[src/rtl/core/lpr_pkg.sv]
// Shared types for the longest-prefix route lookup core.
// Holds the write command, the search token and the result beat layout.
// No dependencies.
`default_nettype none

package lpr_pkg;

    localparam int unsigned ADDR_W  = 32;
    localparam int unsigned PORT_W  = 8;
    localparam int unsigned INDEX_W = 8;
    localparam int unsigned COUNT_W = 9;

    typedef enum logic
    {
        OP_WRITE  = 1'b0,
        OP_LOOKUP = 1'b1
    } op_t;

    typedef struct packed
    {
        logic               en;
        logic [INDEX_W-1:0] index;
        logic [ADDR_W-1:0]  prefix;
        logic [ADDR_W-1:0]  mask;
        logic [ADDR_W-1:0]  gateway;
        logic [PORT_W-1:0]  port;
    } wr_t;

    typedef struct packed
    {
        logic               valid;
        logic [ADDR_W-1:0]  dest;
        logic               hit;
        logic [ADDR_W-1:0]  mask;
        logic [ADDR_W-1:0]  gateway;
        logic [PORT_W-1:0]  port;
        logic [INDEX_W-1:0] index;
    } token_t;

    typedef struct packed
    {
        logic               found;
        logic [ADDR_W-1:0]  gateway;
        logic [PORT_W-1:0]  port;
        logic [INDEX_W-1:0] index;
    } result_t;

    function automatic result_t to_result(input token_t tok);
        result_t res;
        res.found   = tok.hit;
        res.gateway = tok.hit ? tok.gateway : '0;
        res.port    = tok.hit ? tok.port : '0;
        res.index   = tok.hit ? tok.index : '0;
        return res;
    endfunction

endpackage

`default_nettype wire

[src/rtl/core/lpr_cell.sv]
// One table slot of the lookup chain: stores an entry and compares the
// passing search token against it. Depends on lpr_pkg.
`default_nettype none

module lpr_cell #(
    parameter int INDEX = 0
) (
    input  wire                           clk,
    input  wire                           rst_n,
    input  wire lpr_pkg::wr_t             wr,
    input  wire [lpr_pkg::COUNT_W-1:0]    count,
    input  wire lpr_pkg::token_t          tok_in,
    output lpr_pkg::token_t               tok_out
);

    logic [lpr_pkg::ADDR_W-1:0] prefix_reg;
    logic [lpr_pkg::ADDR_W-1:0] mask_reg;
    logic [lpr_pkg::ADDR_W-1:0] gateway_reg;
    logic [lpr_pkg::PORT_W-1:0] port_reg;

    logic             sel;
    logic             active;
    logic             take;
    lpr_pkg::token_t  tok_next;
    lpr_pkg::token_t  tok_reg;

    assign sel    = wr.en && (32'(wr.index) == 32'(INDEX));
    assign active = 32'(count) > 32'(INDEX);
    assign take   = active && ((tok_in.dest & mask_reg) == prefix_reg)
                    && (!tok_in.hit || (mask_reg > tok_in.mask));

    always_comb
    begin
        tok_next = tok_in;
        if (take)
        begin
            tok_next.hit     = 1'b1;
            tok_next.mask    = mask_reg;
            tok_next.gateway = gateway_reg;
            tok_next.port    = port_reg;
            tok_next.index   = lpr_pkg::INDEX_W'(INDEX);
        end
    end

    always_ff @(posedge clk)
    begin
        if (sel)
        begin
            prefix_reg  <= wr.prefix;
            mask_reg    <= wr.mask;
            gateway_reg <= wr.gateway;
            port_reg    <= wr.port;
        end
    end

    always_ff @(posedge clk or negedge rst_n)
    begin
        if (!rst_n)
        begin
            tok_reg <= '0;
        end
        else
        begin
            tok_reg <= tok_next;
        end
    end

    assign tok_out = tok_reg;

endmodule

`default_nettype wire

[config.mk]
export PLATFORM = sky130hd
export DESIGN_NAME = lpr_cell
export DESIGN_NICKNAME = d
export VERILOG_FILES = /design/src/rtl/core/lpr_pkg.sv /design/src/rtl/core/lpr_cell.sv
export SDC_FILE = /design/constraint.sdc
export NUM_CORES = 1
export LEC_CHECK = 0
export BUFFER_PORTS_ARGS = -buffer_cell sky130_fd_sc_hd__buf_4
export CAP_MARGIN = 10
export CORE_ASPECT_RATIO = 1.25
export CORE_MARGIN = 5
export CORE_UTILIZATION = 35
export CTS_CLUSTER_SIZE = 14
export DETAILED_ROUTE_END_ITERATION = 8
export SLEW_MARGIN = 20
export SYNTH_ARGS = -nofsm -noshare
export SYNTH_HDL_FRONTEND = slang
export SYNTH_SLANG_ARGS = --single-unit
[constraint.sdc]
create_clock -name clk -period 3.34 [get_ports clk]
set_input_delay 0.334 -clock clk [delete_from_list [all_inputs] [get_ports clk]]
set_output_delay 0.334 -clock clk [all_outputs]
set_load 0.02 [all_outputs]
==> flow_metrics.env <==
export IMPL_highest_layer="met5"
export IMPL_fillers=1820
export IMPL_synth_top_area_cell="edfxtp_1"
export IMPL_dieArea_um2=26690
export IMPL_cp_required_ns=3.72
export IMPL_yosys_top_cells_area="edfxtp_1 (38%), dfrtp_1 (35%), mux2_2 (9.0%)"
export IMPL_wl_met1_um=8813
export IMPL_clk_latency_ns=0.51
export IMPL_cts_made_buffers=23
export IMPL_endpoint_kind="flop"
export IMPL_globalplace_congestion=0.7960
export IMPL_critPathMaxFanout=48
export IMPL_start_util_pct=35.71
export IMPL_worst_ep_arrival_time_ns=3.36
export IMPL_comb_power_share_pct=12.2
export IMPL_clock_fmax_ghz=0.3361
export IMPL_grt_usage_pct=18.18
export IMPL_cts_htree_levels=1
export IMPL_status="complete, no violations"
export IMPL_antenna_found_initial=3
export IMPL_hold_viol=0
export IMPL_fin_setup_tns_ns=0
export IMPL_totalWireLength_um=24960
export IMPL_io_buffers=351
export IMPL_p_leak_nw=5.974
export IMPL_grt_remaining_overflow=0
export IMPL_swShare_pct=22.77
export IMPL_multi_input_area_um2=2127
export IMPL_yosysUniqueCellTypes=34
export IMPL_switching_power_w=0.001371
export IMPL_dr_wl_met3_um=2259
export IMPL_fin_skew_ns=0.01839
export IMPL_cp_slowest_cell="or4_1"
export IMPL_avgViaCountPerCell=4.504
export IMPL_area_growth_pct=63.44
export IMPL_die_x_um=147.1
export IMPL_cts_root_buf="clkbuf_16"
export IMPL_placeableCoreArea_um2=23040
export IMPL_slew_headroom_pct=44.34
export IMPL_clock_path_buffers=3
export IMPL_post_place_ws_ns=0.3901
export IMPL_path_clk_slew_ns=0.06
export IMPL_maxCapViolCount=0
export IMPL_drtAntennaViolNets=0
export IMPL_ys_seq_area_share_pct=72.63
export IMPL_grt_max_degree=79
export IMPL_rows=62
export IMPL_cts_resized=0
export IMPL_synth_ff_type="dfrtp_1"
export IMPL_cts_sinks=218
export IMPL_hpwl_um=18380
export IMPL_async_flop_share_pct=52.29
export IMPL_route_met2_wl_um=13210
export IMPL_drtIter0Drc=106
export IMPL_largest_register_ffs=114
export IMPL_drive_above_1_share_pct=44.65
export IMPL_vias=5972
export IMPL_ir_drop_mv=0.4462
export IMPL_ys_warnings_count=0
export IMPL_p_int_w=0.004652
export IMPL_synth_edf_count=104
export IMPL_wl_per_cell_um=18.82
export IMPL_hold_ws_ns=0.03478
export IMPL_io_pins=352
export IMPL_drc_errors=0
export IMPL_worst_slew_pin_slew_ns=0.8273
export IMPL_hold_buffers=138
export IMPL_yosysTopAreaCellShare_pct=37.96
export IMPL_p_seq_share_pct=48.3
export IMPL_ys_ff_latch=218
export IMPL_grt_pass1_vias=6705
export IMPL_min_period_ns=2.975
export IMPL_power_w=0.006023
export IMPL_rsz0062_at_grt="no"
export IMPL_power_density_nw_per_um2=447.9
export IMPL_num_nets_final=1290
export IMPL_crit_path_start_kind="flop"
export IMPL_path_class="flop to flop"
export IMPL_synthesis_nets=775
export IMPL_grt_first_pass_wirelength_um=37640
export IMPL_path_cells="ha_1 -> nand4_1 -> or4_1 -> o21ai_0 -> o41a_1 -> o2111ai_4 -> buf_12 -> mux2_2"
export IMPL_cts_setup_buffers=0
export IMPL_pwr_share_clk_pct=39.5
export IMPL_first_pass_iters=4
export IMPL_cts_tree="yes"
export IMPL_path_delay_family="simple AND/OR/NAND/NOR gates"
export IMPL_critPathBufInv=1
export IMPL_slowest_delay_ns=0.58
export IMPL_synth_avg_cell_area_um2=16.29
export IMPL_die_y_um=181.4
export IMPL_timing_final_ws_setup_ns=0.3651
export IMPL_setup_viol=0
export IMPL_final_core_util_pct=58.37
export IMPL_seq_area_um2=5976
export IMPL_netlist_area_um2=8228
export IMPL_fin_crit_sh_pct=89.07
export IMPL_synth_cells=505
export IMPL_min_path_type="input pin to flop"
export IMPL_drv_slew=0
-- power groups by stage --
stage / sequential (W) / clock (W) / combinational [W]
after floorplan: 0.00306 / 0 / 0.0000960
after global placement: 0.00296 / 0 / 0.000595
after detailed placement: 0.00296 / 0 / 0.000602
after CTS: 0.00291 / 0.00244 / 0.000739
after global routing: 0.00292 / 0.00257 / 0.000791
final: 0.00291 / 0.00238 / 0.000735
-- per-layer routing --
layer / up-vias / global-route usage, %
li1: 2852 / -
met1: 2813 / 19.91
met2: 261 / 33.38
met3: 42 / 6.234
met4: 4 / 5.073
met5: - / 0
-- through the flow --
step | cell area (µm²) | instances
global placement | 11340 | 1144
finish | 13450 | 1326
global route | 13450 | 1326
floorplan | 8258 | 505
CTS | 13420 | 1324
detailed placement | 11340 | 1144
-- cells in the mapped netlist (all sizes together), types with 3 or more instances --
master	n
mux2	72
a21oi	11
nand4	15
nand3	4
xor2	30
ha	32
buf	7
and2	9
o21ai	3
edfxtp	104
nor4	8
dfrtp	114
inv	34
nand2	40
-- final timing paths --
check / slack [ns] / cells past startpoint / from / to
worst max-delay path: 0.37 / 8 / mask_reg[27] / tok_out[40]
worst max register to register: 0.37 / 8 / mask_reg[27] / tok_out[40]
worst min register to register: 0.46 / 1 / gateway_reg[3] / tok_out[19]
max in group asynchronous: 2.50 / 3 / rst_n / tok_out[41]
worst min-delay path: 0.03 / 2 / tok_in[19] / tok_out[19]
min in group asynchronous: 0.25 / 2 / rst_n / tok_out[57]
-- cell families (layout without fill, tap and decap cells) --
family	after synthesis	in the layout	share of synthesized area (%)
flip-flops	218	218	72.63
AND/OR/NAND/NOR	82	82	4.973
multiplexers	72	72	9.854
buffers and inverters	42	574	2.022
adder cells (fa/ha/maj)	32	32	4.866
XOR/XNOR	32	32	3.406
AO/OA/AOI/OAI	27	27	2.251
other	0	1	0
-- layout by cell type, fill, tap and decap left out, types with 2 or more instances in the layout --
| cell type | count |
|---|---|
| xnor2_1 | 2 |
| o21ai_0 | 3 |
| buf_4 | 355 |
| edfxtp_1 | 104 |
| xor2_1 | 30 |
| ha_1 | 32 |
| nand2_1 | 40 |
| mux2_1 | 6 |
| clkbuf_1 | 7 |
| clkbuf_8 | 2 |
| nand4_1 | 15 |
| nor4_4 | 2 |
| buf_12 | 4 |
| nand3_1 | 4 |
| mux2_2 | 66 |
| clkinvlp_4 | 2 |
| dfrtp_1 | 114 |
| a21oi_1 | 11 |
| clkinv_2 | 3 |
| clkbuf_16 | 23 |
| clkinv_1 | 2 |
| and2_1 | 9 |
| a21o_1 | 2 |
| a221oi_1 | 2 |
| nor4_1 | 6 |
| dlygate4sd3_1 | 138 |
| inv_1 | 34 |
-- layout make-up --
cell class	count	area share, %
Antenna cell	1	0.01861
Clock buffer	32	4.680
Clock inverter	10	0.5303
Inverter	34	0.9490
Multi-Input combinational cell	245	15.82
Sequential cell	218	44.44
Tap cell	288	2.680
Timing Repair Buffer	498	30.89
No activity file was read; power rests on OpenSTA's default activity.
